<file path="src/hw/rtl/ipv4fhg_pkg.sv">
// Package for the IPv4 fragment header generator.
// Holds the shared constants, sequencer state type and descriptor struct.
// No dependencies.
package ipv4fhg_pkg;

    localparam int MTU_DEFAULT    = 1500;
    localparam int IPV4_HDR_BYTES = 20;
    localparam int MAX_FRAGS      = 45;

    localparam logic [15:0] IPV4_VER_IHL_WORD = 16'h4500;
    localparam logic [7:0]  TTL_RESET         = 8'd64;

    // Register word index (byte address bit 2)
    localparam logic REG_SOURCE_IP = 1'b0;
    localparam logic REG_TTL       = 1'b1;

    // Fixed header words summed once per datagram, in step order
    localparam logic [2:0] STEP_IDENT   = 3'd0;
    localparam logic [2:0] STEP_TTL_PRO = 3'd1;
    localparam logic [2:0] STEP_SRC_HI  = 3'd2;
    localparam logic [2:0] STEP_SRC_LO  = 3'd3;
    localparam logic [2:0] STEP_DST_HI  = 3'd4;
    localparam logic [2:0] STEP_DST_LO  = 3'd5;

    typedef enum logic [1:0] {
        ST_IDLE,
        ST_BASE,
        ST_TLEN,
        ST_FLAGS
    } t_state;

    typedef struct packed {
        logic [10:0] total_length;
        logic [15:0] ident;
        logic        more_fragments;
        logic        dont_fragment;
        logic [12:0] fragment_offset;
        logic [15:0] payload_start;
        logic [15:0] header_checksum;
        logic        last;
    } t_desc;

endpackage

</file>
<file path="src/hw/rtl/ipv4_fragment_header_generator.sv">
// A request first sums the fixed header words (ST_BASE); each fragment then
// takes two adds on the shared checksum adder (ST_TLEN, ST_FLAGS), stalling
// in ST_FLAGS while the output register is full. A new request waits until
// the last descriptor is loaded; an oversize one is accepted and dropped.
// Reset is synchronous, active low: identifier 0, source_ip 0, time_to_live
// 64, no descriptor pending. Uses ipv4fhg_pkg, ipv4fhg_seq, ipv4fhg_ocadd.
module ipv4_fragment_header_generator #(
    parameter int MTU_BYTES = ipv4fhg_pkg::MTU_DEFAULT
) (
    input  logic        i_clk,
    input  logic        i_rst_n,
    // APB register port
    input  logic        psel,
    input  logic        penable,
    input  logic        pwrite,
    input  logic [2:0]  paddr,
    input  logic [31:0] pwdata,
    output logic [31:0] prdata,
    output logic        pready,
    // Request channel
    input  logic        i_valid,
    output logic        o_ready,
    input  logic [15:0] i_payload_length,
    input  logic [7:0]  i_protocol,
    input  logic [31:0] i_dest_ip,
    // Descriptor channel
    output logic        o_valid,
    input  logic        i_ready,
    output logic [10:0] o_total_length,
    output logic [15:0] o_ident,
    output logic        o_more_fragments,
    output logic        o_dont_fragment,
    output logic [12:0] o_fragment_offset,
    output logic [15:0] o_payload_start,
    output logic [15:0] o_header_checksum,
    output logic        o_last
);
    import ipv4fhg_pkg::*;

    logic [31:0] r_source_ip;
    logic [7:0]  r_ttl;
    logic        w_wr;
    t_desc       w_desc;

    // Register writes complete in the access phase; pready never stalls.
    assign pready = 1'b1;
    assign w_wr   = psel && penable && pwrite && pready;

    // Decode on the word index only; low address bits are ignored.
    always_ff @(posedge i_clk) begin
        if (!i_rst_n) begin
            r_source_ip <= 32'd0;
            r_ttl       <= TTL_RESET;
        end else if (w_wr) begin
            unique case (paddr[2])
                REG_SOURCE_IP: r_source_ip <= pwdata;
                REG_TTL:       r_ttl       <= pwdata[7:0];
                default: begin
                end
            endcase
        end
    end

    always_comb begin
        unique case (paddr[2])
            REG_SOURCE_IP: prdata = r_source_ip;
            REG_TTL:       prdata = {24'd0, r_ttl};
            default:       prdata = 32'd0;
        endcase
    end

    // Sequencer: takes one request beat, then emits its fragment descriptors
    // through a one-deep output register while it computes the next one.
    ipv4fhg_seq #(
        .MTU_BYTES (MTU_BYTES)
    ) u_seq (
        .i_clk            (i_clk),
        .i_rst_n          (i_rst_n),
        .i_source_ip      (r_source_ip),
        .i_time_to_live   (r_ttl),
        .i_in_valid       (i_valid),
        .o_in_ready       (o_ready),
        .i_payload_length (i_payload_length),
        .i_protocol       (i_protocol),
        .i_dest_ip        (i_dest_ip),
        .o_out_valid      (o_valid),
        .i_out_ready      (i_ready),
        .o_desc           (w_desc)
    );

    // Unpack the descriptor beat onto the field ports.
    assign o_total_length    = w_desc.total_length;
    assign o_ident           = w_desc.ident;
    assign o_more_fragments  = w_desc.more_fragments;
    assign o_dont_fragment   = w_desc.dont_fragment;
    assign o_fragment_offset = w_desc.fragment_offset;
    assign o_payload_start   = w_desc.payload_start;
    assign o_header_checksum = w_desc.header_checksum;
    assign o_last            = w_desc.last;

`ifndef SYNTH
    // An unfragmented datagram is a single beat at offset zero.
    a_df_single: assert property (@(posedge i_clk) disable iff (!i_rst_n)
        o_valid && o_dont_fragment |-> o_last && (o_fragment_offset == 13'd0))
        else $error("DF set on a non-final or offset descriptor");

    // MF marks every descriptor but the last.
    a_mf_last: assert property (@(posedge i_clk) disable iff (!i_rst_n)
        o_valid |-> (o_more_fragments != o_last))
        else $error("MF and last disagree");

    // No new request while a datagram still has descriptors to deliver.
    a_busy: assert property (@(posedge i_clk) disable iff (!i_rst_n)
        o_valid && !o_last |-> !o_ready)
        else $error("request accepted mid-datagram");

    // Fragment length stays within header size and MTU.
    a_tlen: assert property (@(posedge i_clk) disable iff (!i_rst_n)
        o_valid |-> (o_total_length >= 11'd20) && (o_total_length <= 11'(MTU_BYTES)))
        else $error("total length out of range");
`endif

endmodule

</file>
<file path="src/hw/rtl/ipv4fhg_ocadd.sv">
// One's-complement 16-bit adder with end-around carry.
// Shared checksum unit of the sequencer; depends on nothing.
module ipv4fhg_ocadd (
    input  logic [15:0] i_a,
    input  logic [15:0] i_b,
    output logic [15:0] o_sum
);

    logic [16:0] w_raw;

    assign w_raw = {1'b0, i_a} + {1'b0, i_b};
    assign o_sum = w_raw[15:0] + {15'd0, w_raw[16]};

endmodule

</file>
<file path="src/hw/rtl/ipv4fhg_seq.sv">
// Fragment sequencer: walks the payload one fragment at a time and
// builds each descriptor through the shared adder. Uses ipv4fhg_pkg, ipv4fhg_ocadd.
module ipv4fhg_seq #(
    parameter int MTU_BYTES = ipv4fhg_pkg::MTU_DEFAULT
) (
    input  logic                i_clk,
    input  logic                i_rst_n,
    input  logic [31:0]         i_source_ip,
    input  logic [7:0]          i_time_to_live,
    input  logic                i_in_valid,
    output logic                o_in_ready,
    input  logic [15:0]         i_payload_length,
    input  logic [7:0]          i_protocol,
    input  logic [31:0]         i_dest_ip,
    output logic                o_out_valid,
    input  logic                i_out_ready,
    output ipv4fhg_pkg::t_desc  o_desc
);
    import ipv4fhg_pkg::*;

    localparam int CHUNK     = ((MTU_BYTES - IPV4_HDR_BYTES) / 8) * 8;
    localparam int LEN_LIMIT = MAX_FRAGS * CHUNK;

    t_state      r_state, n_state;
    logic [2:0]  r_step, n_step;
    logic [15:0] r_acc, n_acc;
    logic [15:0] r_base, n_base;
    logic [15:0] r_rem, n_rem;
    logic [15:0] r_start, n_start;
    logic        r_first, n_first;
    logic [7:0]  r_proto, n_proto;
    logic [31:0] r_dst, n_dst;
    logic [15:0] r_ident, n_ident;
    t_desc       r_out, n_out;
    logic        r_out_vld, n_out_vld;

    logic        w_refuse;
    logic        w_last;
    logic        w_out_free;
    logic [10:0] w_bytes;
    logic [10:0] w_tlen;
    logic [15:0] w_flags;
    logic [15:0] w_op_a, w_op_b, w_sum;

    ipv4fhg_ocadd u_add (
        .i_a   (w_op_a),
        .i_b   (w_op_b),
        .o_sum (w_sum)
    );

    assign w_refuse   = {16'd0, i_payload_length} > 32'(LEN_LIMIT);
    assign w_last     = r_rem <= 16'(CHUNK);
    assign w_out_free = !r_out_vld || i_out_ready;
    assign w_bytes    = w_last ? r_rem[10:0] : 11'(CHUNK);
    assign w_tlen     = w_bytes + 11'(IPV4_HDR_BYTES);
    assign w_flags    = {1'b0, r_first && w_last, !w_last, r_start[15:3]};

    assign o_in_ready  = (r_state == ST_IDLE);
    assign o_out_valid = r_out_vld;
    assign o_desc      = r_out;

    // Next state
    always_comb begin
        n_state = r_state;
        unique case (r_state)
            ST_IDLE: begin
                if (i_in_valid && !w_refuse) n_state = ST_BASE;
            end
            ST_BASE: begin
                if (r_step == STEP_DST_LO) n_state = ST_TLEN;
            end
            ST_TLEN: n_state = ST_FLAGS;
            ST_FLAGS: begin
                if (w_out_free) n_state = w_last ? ST_IDLE : ST_TLEN;
            end
            default: n_state = ST_IDLE;
        endcase
    end

    // Datapath and outputs
    always_comb begin
        n_step    = r_step;
        n_acc     = r_acc;
        n_base    = r_base;
        n_rem     = r_rem;
        n_start   = r_start;
        n_first   = r_first;
        n_proto   = r_proto;
        n_dst     = r_dst;
        n_ident   = r_ident;
        n_out     = r_out;
        n_out_vld = r_out_vld && !i_out_ready;
        w_op_a    = r_acc;
        w_op_b    = 16'd0;
        unique case (r_state)
            ST_IDLE: begin
                if (i_in_valid && !w_refuse) begin
                    n_step  = STEP_IDENT;
                    n_acc   = IPV4_VER_IHL_WORD;
                    n_rem   = i_payload_length;
                    n_start = 16'd0;
                    n_first = 1'b1;
                    n_proto = i_protocol;
                    n_dst   = i_dest_ip;
                    n_ident = r_ident + 16'd1;
                end
            end
            ST_BASE: begin
                case (r_step)
                    STEP_IDENT:   w_op_b = r_ident;
                    STEP_TTL_PRO: w_op_b = {i_time_to_live, r_proto};
                    STEP_SRC_HI:  w_op_b = i_source_ip[31:16];
                    STEP_SRC_LO:  w_op_b = i_source_ip[15:0];
                    STEP_DST_HI:  w_op_b = r_dst[31:16];
                    default:      w_op_b = r_dst[15:0];
                endcase
                n_acc  = w_sum;
                n_base = w_sum;
                n_step = r_step + 3'd1;
            end
            ST_TLEN: begin
                w_op_a = r_base;
                w_op_b = {5'd0, w_tlen};
                n_acc  = w_sum;
            end
            ST_FLAGS: begin
                w_op_a = r_acc;
                w_op_b = w_flags;
                if (w_out_free) begin
                    n_out.total_length    = w_tlen;
                    n_out.ident           = r_ident;
                    n_out.more_fragments  = !w_last;
                    n_out.dont_fragment   = r_first && w_last;
                    n_out.fragment_offset = r_start[15:3];
                    n_out.payload_start   = r_start;
                    n_out.header_checksum = ~w_sum;
                    n_out.last            = w_last;
                    n_out_vld             = 1'b1;
                    n_rem                 = r_rem - 16'(CHUNK);
                    n_start               = r_start + 16'(CHUNK);
                    n_first               = 1'b0;
                end
            end
            default: begin
                n_out_vld = r_out_vld && !i_out_ready;
            end
        endcase
    end

    always_ff @(posedge i_clk) begin
        if (!i_rst_n) begin
            r_state   <= ST_IDLE;
            r_ident   <= 16'd0;
            r_out_vld <= 1'b0;
        end else begin
            r_state   <= n_state;
            r_ident   <= n_ident;
            r_out_vld <= n_out_vld;
        end
    end

    always_ff @(posedge i_clk) begin
        r_step  <= n_step;
        r_acc   <= n_acc;
        r_base  <= n_base;
        r_rem   <= n_rem;
        r_start <= n_start;
        r_first <= n_first;
        r_proto <= n_proto;
        r_dst   <= n_dst;
        r_out   <= n_out;
    end

endmodule

</file>
<file path="config.mk">
export PLATFORM = sky130hd
export DESIGN_NAME = ipv4_fragment_header_generator
export DESIGN_NICKNAME = d
export VERILOG_FILES = /design/src/hw/rtl/ipv4fhg_pkg.sv /design/src/hw/rtl/ipv4_fragment_header_generator.sv /design/src/hw/rtl/ipv4fhg_ocadd.sv /design/src/hw/rtl/ipv4fhg_seq.sv
export SDC_FILE = /design/constraint.sdc
export NUM_CORES = 1
export LEC_CHECK = 0
export ABC_AREA = 1
export BUFFER_PORTS_ARGS = -buffer_cell sky130_fd_sc_hd__buf_2
export CAP_MARGIN = 10
export CORE_MARGIN = 3
export CORE_UTILIZATION = 35
export CTS_CLUSTER_DIAMETER = 80
export DETAILED_ROUTE_END_ITERATION = 16
export MAX_ROUTING_LAYER = met4
export PLACE_DENSITY = 0.57
export SYNTH_ARGS = -nofsm -noshare
export SYNTH_HDL_FRONTEND = slang
export SYNTH_HIERARCHICAL = 1
export SYNTH_SLANG_ARGS = --single-unit
</file>
<file path="constraint.sdc">
create_clock -name i_clk -period 5.3 [get_ports i_clk]
set_input_delay 0.53 -clock i_clk [delete_from_list [all_inputs] [get_ports i_clk]]
set_output_delay 0.53 -clock i_clk [all_outputs]
set_load 0.02 [all_outputs]
</file>
==> impl_metrics.yaml, run 1 <==
status:
  status: "finished, final reports clean"
clock_network:
  clock_latency_ns: 0.55
  ctsLongestPathBuffers: 3
  clockRootBuffer: "clkbuf_16"
  htree_levels: 1
  cts_buffers: 27
  clkTransAtPathRegs_ns: 0.06
  ctsHoldBuffers: 0
  cts_tree: "built"
  cts_sinks: 223
worst_setup_path:
  cp.required_ns: 5.57
  start_kind: "flip-flop"
  slowest_stage: "edfxtp_1"
  crit_top_cell: "nand2_1"
  cp_max_fo: 8
  path_class: "reg -> reg"
  crit_family: "adder cells"
  critPathArrivalTime_ns: 5.30
  max_stage_delay_ns: 0.43
  end_kind: "flip-flop"
  crit_buf_inv: 6
global_route:
  grt.total_usage: 0.182
  grt_antenna_before_repair: 0
  grt-ovfl-total: 0
  grt_pass1_vias: 9084
  grt_max_degree: 53
  grt_first_pass_wirelength_um: 50100
logic_synthesis:
  synth-warning-count: 6
  yosysTopAreaCell: "edfxtp_1"
  synth_top_area_frac: 0.420
  syn_area_per_cell_sq_um: 8.32
  synth_edf_count: 164
  synth_cell_types: 52
  synth_seq_cells: 223
  synth_area_sq_mm: 0.0117
  synth_ff_type: "edfxtp_1"
  yosys-top-cells-area: "edfxtp_1 42%, nand2_1 12%, dfxtp_1 10%, inv_1 6.4%, nor2_1 5.6%"
  async_reset_ff_frac: 0
  netlist_instances: 1410
  ys_seq_area_frac: 0.521
worst_hold_path:
  hold_path.class: "in -> reg"
floorplanning:
  die_h_um: 189
  pin_count: 208
  die_area_sq_mm: 0.0357
  die_x_um: 189
  core-area_sq_mm: 0.0328
  rows: 66
  initial_core_util: 0.358
layout:
  diodes: 0
  regArea_sq_mm: 0.00611
  fill_cells: 3291
  area_growth_pct: 22.5
  multi_input_area_sq_mm: 0.00468
  drive_gt1_frac: 0.231
  final_util: 0.438
  fin_area_sq_mm: 0.0144
  nNetsFinal: 1755
routing:
  drt_iter0_markers: 678
  drt-wirelength-per-cell_um: 15.7
  wirelength_um: 32900
  firstDrtPassIters: 5
  drcViolationCount: 0
  vias: 9799
  via_per_inst: 4.69
  ant_nets: 0
placement:
  place_area_sq_mm: 0.0132
  port_buffers: 201
  gp_congestion: 0.943
  place_hpwl_um: 24300
sta:
  worst_hold_slack_ns: 0.154
  slew_headroom: 0.357
  clock.fmax_ghz: 0.199
  hold_viol: 0
  skew_ns: 0.0147
  finalMaxSlewViolations: 0
  fin_crit_sh: 0.949
  fin_setup_tns_ns: 0
  finalSetupViolCount: 0
  worst_pin_slew_ns: 0.963
  period_needed_ns: 5.03
power_and_ir_drop:
  finalPower_w: 0.00784
  power_density_mw_per_mm2: 546
  irDropWorstVdd_mv: 0.294
  p_leak_nw: 6.40
run:
  cap_violations: 0
-- final timing paths --
kind	startpoint	end	slack, ns	cells after the start
worst max register to register	u_seq/r_step[0]$_SDFFCE_PN0P_	u_seq/r_acc[10]$_SDFFCE_PN1P_	0.27	32
worst min-delay path	i_dest_ip[17]	u_seq/r_dst[17]$_DFFE_PP_	0.15	1
worst max-delay path	u_seq/r_step[0]$_SDFFCE_PN0P_	u_seq/r_acc[10]$_SDFFCE_PN1P_	0.27	32
worst min register to register	u_seq/r_ident[14]$_SDFFE_PN0P_	u_seq/o_desc[62]$_DFFE_PP_	0.46	0
-- cells in the mapped netlist (10+ instances only) --
cell / count
clkbuf_1: 19
buf_2: 16
nand2_1: 369
nor3_1: 12
xor2_1: 14
nand4_1: 15
nand3_1: 90
dfxtp_1: 59
inv_1: 201
a221oi_1: 10
edfxtp_1: 164
nor2_1: 174
nand2_2: 18
ha_1: 31
buf_4: 18
o21ai_0: 37
a21oi_1: 63
-- routing by layer --
layer / wire length, um / vias up / part of all wire / global-route usage
met5: 0 / - / 0 / -
met4: 819 / 0 / 0.025 / 0.0518
met3: 2100 / 50 / 0.064 / 0.0239
met2: 14400 / 305 / 0.44 / 0.275
met1: 15500 / 4479 / 0.47 / 0.257
li1: - / 4965 / - / -
-- metrics by stage --
step	worst slack, ns	instances
floorplan	0.984	1412
finish	0.271	2088
detailed placement	0.226	2019
CTS	0.215	2069
global placement	0.313	2019
global route	-0.0341	2088
-- where the power goes --
| part | total (W) | switching (W) | internal [W] |
|---|---|---|---|
| registers | 0.00276 | 0.000242 | 0.00251 |
| clock network | 0.00181 | 0.000732 | 0.00108 |
| logic | 0.00327 | 0.00222 | 0.00106 |
-- repair_timing --
action,in CTS,in global routing
buffers inserted,0,19
endpoints found under the setup margin,0,25
resized for setup,0,43
-- final cells by class --
cell class	count	share of cell area
inverter	213	0.0561
timing repair buffer	244	0.0936
sequential	223	0.425
clock buffer	37	0.0517
multi-input combinational	916	0.326
tap	442	0.0385
clock inverter	13	0.00932
-- registers in the layout, indices dropped and copies added, names as in the netlist, 13 cells and up --
name / flops
u_seq/o_desc: 59
r_source_ip: 32
u_seq/r_dst: 32
u_seq/r_acc: 16
u_seq/r_base: 16
u_seq/r_ident: 16
u_seq/r_rem: 16
u_seq/r_start: 13
-- layout by cell type, fill, tap and decap left out, types with 3 or more instances in the layout --
cell,n
nand3_2,8
nand2_2,20
and2_1,6
or2_2,3
nand3_1,87
xor2_1,14
nor2_1,166
nor2_2,15
edfxtp_1,164
conb_1,4
inv_2,10
buf_2,201
nor2_4,5
o21ai_1,4
inv_1,199
a21oi_1,52
a21oi_2,11
clkbuf_8,3
o21a_1,3
clkinv_1,4
o211ai_1,5
a22o_1,4
buf_4,41
clkbuf_16,27
ha_2,6
xnor2_1,5
o21ai_0,36
ha_1,24
clkinv_2,7
a41oi_2,3
a221oi_1,8
nand4_1,15
nand2_1,367
nor3_1,12
a31oi_1,7
clkbuf_1,7
dfxtp_1,59
-- cells by family (layout without fill, tap and decap cells) --
logic type | count (synthesis) | count (layout) | synth area share
AND/OR/NAND/NOR | 715 | 715 | 0.259
buffers and inverters | 273 | 507 | 0.0963
flip-flops | 223 | 223 | 0.521
AO/OA/AOI/OAI | 144 | 144 | 0.0716
adder cells (fa/ha/maj) | 32 | 32 | 0.0348
XOR/XNOR | 21 | 21 | 0.0170
other | 2 | 4 | 0.000640
-- worst register-to-register path, delay by kind of cell (launching register included) --
| family | cells | cell delay (ns) |
|---|---|---|
| AO/OA/AOI/OAI | 6 | 0.96 |
| XOR/XNOR | 1 | 0.14 |
| buffers and inverters | 6 | 0.83 |
| adder cells (fa/ha/maj) | 5 | 1.24 |
| flip-flops | 1 | 0.43 |
| AND/OR/NAND/NOR | 14 | 1.17 |
Power figures use the tool's default switching activity.
==> inputs of run 2 (changes only) <==
--- a/config.mk
+++ b/config.mk
@@ -10,6 +10,7 @@
 export CAP_MARGIN = 10
 export CORE_MARGIN = 3
 export CORE_UTILIZATION = 35
+export CTS_BUF_LIST = sky130_fd_sc_hd__clkbuf_4 sky130_fd_sc_hd__clkbuf_8
 export CTS_CLUSTER_DIAMETER = 80
 export DETAILED_ROUTE_END_ITERATION = 16
 export MAX_ROUTING_LAYER = met4
==> run 2 against run 1 <==
Core utilization shrank 0.31 points. Register-to-register slack gained 0.08 ns. Sequential power is essentially flat. Final area shrank 0.71%. Worst setup slack gained 0.078 ns. Global-route usage grew 0.20 points. Critical path type unchanged. Largest power group unchanged.
==> impl_metrics.yaml, run 2 (synthesized netlist as in run 1, its figures left out) <==
clock_network:
  clockRootBuffer: "clkbuf_8"
  cts_tree: "built"
  cts_sinks: 223
  htree_levels: 2
  clkTransAtPathRegs_ns: 0.06
  ctsLongestPathBuffers: 3
  clock_latency_ns: 0.55
  cts_buffers: 40
worst_setup_path:
  r2r-start: "u_seq/r_step[0]$_SDFFCE_PN0P_"
  cp.required_ns: 5.56
  start_kind: "flip-flop"
  max_stage_delay_ns: 0.44
  end_kind: "flip-flop"
  reg2reg_depth: 32
  crit_top_cell: "nand2_1"
  critPathArrivalTime_ns: 5.21
  cp_max_fo: 9
  critPathLaunch: "u_seq/r_step[0]$_SDFFCE_PN0P_"
  slowest_stage: "edfxtp_1"
  path_class: "reg -> reg"
layout:
  largest_register_ffs: 59
  final_util: 0.435
  fin_area_sq_mm: 0.0143
  area_growth_pct: 21.6
  nNetsFinal: 1768
  diodes: 0
  drive_gt1_frac: 0.242
  final_cell_mix: "365 x nand2_1, 201 x buf_2, 199 x inv_1"
  fill_cells: 3334
  layout_commonest_cell: "nand2_1"
power_and_ir_drop:
  irDropWorstVdd_mv: 0.181
  finalPower_w: 0.00761
  power_density_mw_per_mm2: 534
  p_leak_nw: 6.38
sta:
  finalMaxSlewViolations: 0
  worst_hold_slack_ns: 0.155
  timing.final.ws_setup_ns: 0.349
  fin_crit_sh: 0.934
  clock.fmax_ghz: 0.202
  period_needed_ns: 4.95
  slew_headroom: 0.362
  finalSetupViolCount: 0
  hold_viol: 0
  worst_pin_slew_ns: 0.956
  skew_ns: 0.0270
run:
  cap_violations: 0
routing:
  wirelength_um: 33000
  firstDrtPassIters: 5
  drt-wirelength-per-cell_um: 15.7
  drcViolationCount: 0
  drt_iter0_markers: 710
  ant_nets: 0
  via_per_inst: 4.70
  vias: 9895
floorplanning:
  die_x_um: 189
  core-area_sq_mm: 0.0328
  initial_core_util: 0.358
  rows: 66
  die_h_um: 189
  die_area_sq_mm: 0.0357
  pin_count: 208
status:
  status: "finished, final reports clean"
global_route:
  grt_pass1_vias: 9207
  grt.total_usage: 0.184
  grt_max_degree: 53
  grt_first_pass_wirelength_um: 50200
  grt-ovfl-total: 0
  grt_antenna_before_repair: 0
worst_hold_path:
  hold_path.class: "in -> reg"
  hold-path-cell-count: 1
  min_from: "i_dest_ip[17]"
placement:
  gp_congestion: 0.943
  port_buffers: 201
  place_area_sq_mm: 0.0132
  dp_worst_setup_slack_ns: 0.226
  place_hpwl_um: 24300
run 2: cell types whose count changed in the layout (fill, tap and decap cells not counted), sizes merged:
cell,previous run,this run
clkinvlp,1,3
clkinv,11,14
clkbuf,37,54
buf,244,243
inv,212,211
bufinv,2,1
run 2: power breakdown:
part	internal (W)	switching, W	total, W
Combinational	0.00105	0.00221	0.00326
Clock	0.000866	0.000727	0.00159
Sequential	0.00251	0.000241	0.00276
Total	0.00443	0.00318	0.00761
run 2: stage by stage:
step                std cells  TNS, ns
global route             2107  -0.0411
CTS                      2088        0
finish                   2107        0
floorplan                1412        0
detailed placement       2019        0
global placement         2019        0
run 2: worst paths after layout:
kind,end,slack (ns)
worst max-delay path,u_seq/r_acc[14]$_SDFFCE_PN1P_,0.35
worst min register to register,u_seq/o_desc[48]$_DFFE_PP_,0.46
worst max register to register,u_seq/r_acc[14]$_SDFFCE_PN1P_,0.35
worst min-delay path,u_seq/r_dst[17]$_DFFE_PP_,0.15
run 2: timing repair:
item	CTS	global route
setup endpoints to repair	0	24
resized for setup	0	44
hold buffers	0	0
setup buffers	0	18
run 2: layer usage:
metal / GRT usage / routed length, um / up-vias
li1: - / - / 4987
met1: 0.254 / 15500 / 4540
met2: 0.275 / 14300 / 313
met3: 0.0350 / 2280 / 55
met4: 0.0581 / 880 / 0
met5: - / 0 / -
run 2: cell type report:
cell class | count | area [sq um] | share of cell area
clock buffer | 54 | 662 | 0.0464
clock inverter | 15 | 114 | 0.00798
inverter | 213 | 806 | 0.0565
multi-input combinational | 916 | 4680 | 0.328
sequential | 223 | 6110 | 0.428
tap | 442 | 553 | 0.0388
timing repair buffer | 243 | 1340 | 0.0938
timing repair inverter | 1 | 7.51 | 0.000526
run 2: worst max-delay path: cells and delay by family (launching register included):
family | cells | cell delay (ns)
and+or+nand+nor | 16 | 1.45
DFF | 1 | 0.44
buffers and inverters | 4 | 0.50
AOI/OAI and AO/OA | 6 | 0.83
adders and majority gates | 6 | 1.45
==> inputs of run 3 (changes only) <==
==> constraint.sdc (replaced) <==
create_clock -name i_clk -period 5.3 [get_ports i_clk]
set_input_delay 0.795 -clock i_clk [delete_from_list [all_inputs] [get_ports i_clk]]
set_output_delay 0.795 -clock i_clk [all_outputs]
set_load 0.02 [all_outputs]
==> run 3 against run 2 <==
Global-route usage rose by 0.44 points. Total power increased by 3.1%. Hold slack better by 0.24 ns. First-iteration DRC count up 2.5%. Count of clock-buffer cells in the layout increased by 5. Non-clock buffer count is 1 lower. Sequential power is essentially flat. Highest routed layer unchanged. Clock skew is 0.0032 ns lower. Flip-flop and latch count unchanged. Register-to-register slack got worse by 0.02 ns. Critical path depth decreased by 1. Critical endpoint unchanged. Die area unchanged.
==> impl_metrics.yaml, run 3 (synthesized netlist as in run 1, its figures left out) <==
worst_setup_path:
  crit_top_cell: "nand2_1"
  cp.required_ns: 5.58
  reg2reg_slack_ns: 0.33
  crit_buf_inv: 6
  start_kind: "flip-flop"
  cp_max_fo: 6
  critPathArrivalTime_ns: 5.25
  slowest_stage: "ha_2"
  path_class: "reg -> reg"
  max_stage_delay_ns: 0.43
  crit_family: "simple AND/OR/NAND/NOR gates"
  rr_endpoint: "u_seq/r_acc[14]$_SDFFCE_PN1P_"
  end_kind: "flip-flop"
  r2r-start: "u_seq/r_step[0]$_SDFFCE_PN0P_"
  reg2reg_depth: 31
routing:
  drcViolationCount: 0
  drt-wirelength-per-cell_um: 16.0
  wirelength_um: 33800
  drt_iter0_markers: 728
  ant_nets: 0
  vias: 9955
  firstDrtPassIters: 4
  via_per_inst: 4.72
sta:
  timing.final.ws_setup_ns: 0.332
  worst_pin_slew_ns: 0.887
  finalMaxSlewViolations: 0
  period_needed_ns: 4.97
  skew_ns: 0.0238
  finalSetupViolCount: 0
  fin_crit_sh: 0.937
  slew_headroom: 0.409
  hold_viol: 0
  clock.fmax_ghz: 0.201
global_route:
  grt-ovfl-total: 0
  grt_pass1_vias: 9436
  met3_usage: 0.0298
  busiest_layer: "met2"
  grt.total_usage: 0.188
  grt_max_degree: 43
  grt_first_pass_wirelength_um: 51300
  grt_antenna_before_repair: 0
  use_met2: 0.284
  met1_usage: 0.262
clock_network:
  clock_latency_ns: 0.57
  ctsLongestPathBuffers: 3
  cts_buffers: 41
  cts_tree: "built"
  htree_levels: 2
  clkTransAtPathRegs_ns: 0.06
  cts_sinks: 223
  clockRootBuffer: "clkbuf_8"
  ctsHoldBuffers: 0
layout:
  diodes: 0
  largest_register_ffs: 59
  final_cell_mix: "365 x nand2_1, 202 x buf_2, 198 x inv_1"
  nNetsFinal: 1767
  final_util: 0.438
  layout_commonest_cell: "nand2_1"
  area_growth_pct: 22.5
  drive_gt1_frac: 0.246
floorplanning:
  die_area_sq_mm: 0.0357
  pin_count: 208
  rows: 66
  die_x_um: 189
  die_h_um: 189
  core-area_sq_mm: 0.0328
  initial_core_util: 0.358
placement:
  port_buffers: 201
  place_hpwl_um: 24700
  dp_worst_setup_slack_ns: 0.155
  gp_congestion: 0.901
run:
  cap_violations: 0
power_and_ir_drop:
  irDropWorstVdd_mv: 0.204
  finalPower_w: 0.00785
  power_density_mw_per_mm2: 546
  p_leak_nw: 6.41
worst_hold_path:
  min_from: "i_protocol[4]"
  whs_endpoint: "u_seq/r_proto[4]$_DFFE_PP_"
  hold-path-cell-count: 1
  hold_path.class: "in -> reg"
status:
  status: "finished, final reports clean"
[run 3: power by group]
group          switching (W)  internal [W]  leakage, nW
logic                0.00226       0.00106         3.93
registers           0.000244       0.00251         2.01
clock network       0.000752       0.00102        0.469
[run 3: final cells by class]
class	instances	area (sq um)
Clock buffer	59	706
Clock inverter	15	174
Fill cell	3315	18400
Inverter	213	812
Multi-Input combinational cell	916	4680
Sequential cell	223	6110
Tap cell	442	553
Timing Repair Buffer	242	1340
[run 3: layer usage]
| layer | routed length [um] | vias to the layer above |
|---|---|---|
| li1 | - | 4994 |
| met5 | 0 | - |
| met2 | 15100 | 295 |
| met1 | 16100 | 4613 |
| met3 | 1900 | 53 |
| met4 | 788 | 0 |
[run 3: how the worst max path moves through the flow]
stage / startpoint / depth (start not counted) / end
final: u_seq/r_step[0]$_SDFFCE_PN0P_ / 31 / u_seq/r_acc[14]$_SDFFCE_PN1P_
after global routing: u_seq/r_rem[14]$_DFFE_PP_ / 36 / u_seq/r_acc[14]$_SDFFCE_PN1P_
after CTS: u_seq/r_step[0]$_SDFFCE_PN0P_ / 34 / u_seq/r_acc[14]$_SDFFCE_PN1P_
after detailed placement: u_seq/r_step[0]$_SDFFCE_PN0P_ / 34 / u_seq/r_acc[14]$_SDFFCE_PN1P_
after global placement: u_seq/r_rem[13]$_DFFE_PP_ / 39 / u_seq/r_acc[14]$_SDFFCE_PN1P_
after floorplan: u_seq/r_step[0]$_SDFFCE_PN0P_ / 33 / u_seq/r_acc[10]$_SDFFCE_PN1P_
[run 3: worst register-to-register path: cells and delay by family (launching register included)]
family / cells / cell delay [ns]
AND/OR/NAND/NOR: 16 / 1.72
adder cells (fa/ha/maj): 4 / 0.98
AO/OA/AOI/OAI: 5 / 0.80
buffers and inverters: 6 / 0.79
flip-flops: 1 / 0.40
[run 3: repair_timing]
action / CTS / global route
endpoints found under the setup margin: 0 / 28
setup buffers: 0 / 18
endpoints found under the hold margin: 0 / 0
resized for setup: 0 / 48
[run 3: metrics by stage]
stage | hold slack, ns | instance area (sq um) | setup TNS (ns) | std cells
5_1_grt | 0.359 | 14400 | -0.0640 | 2110
4_1_cts | 0.355 | 14000 | 0 | 2092
3_5_place_dp | 0.448 | 13200 | 0 | 2018
3_3_place_gp | 0.445 | 13200 | 0 | 2018
6_report | 0.397 | 14400 | 0 | 2110
2_1_floorplan | 0.408 | 11700 | 0 | 1412
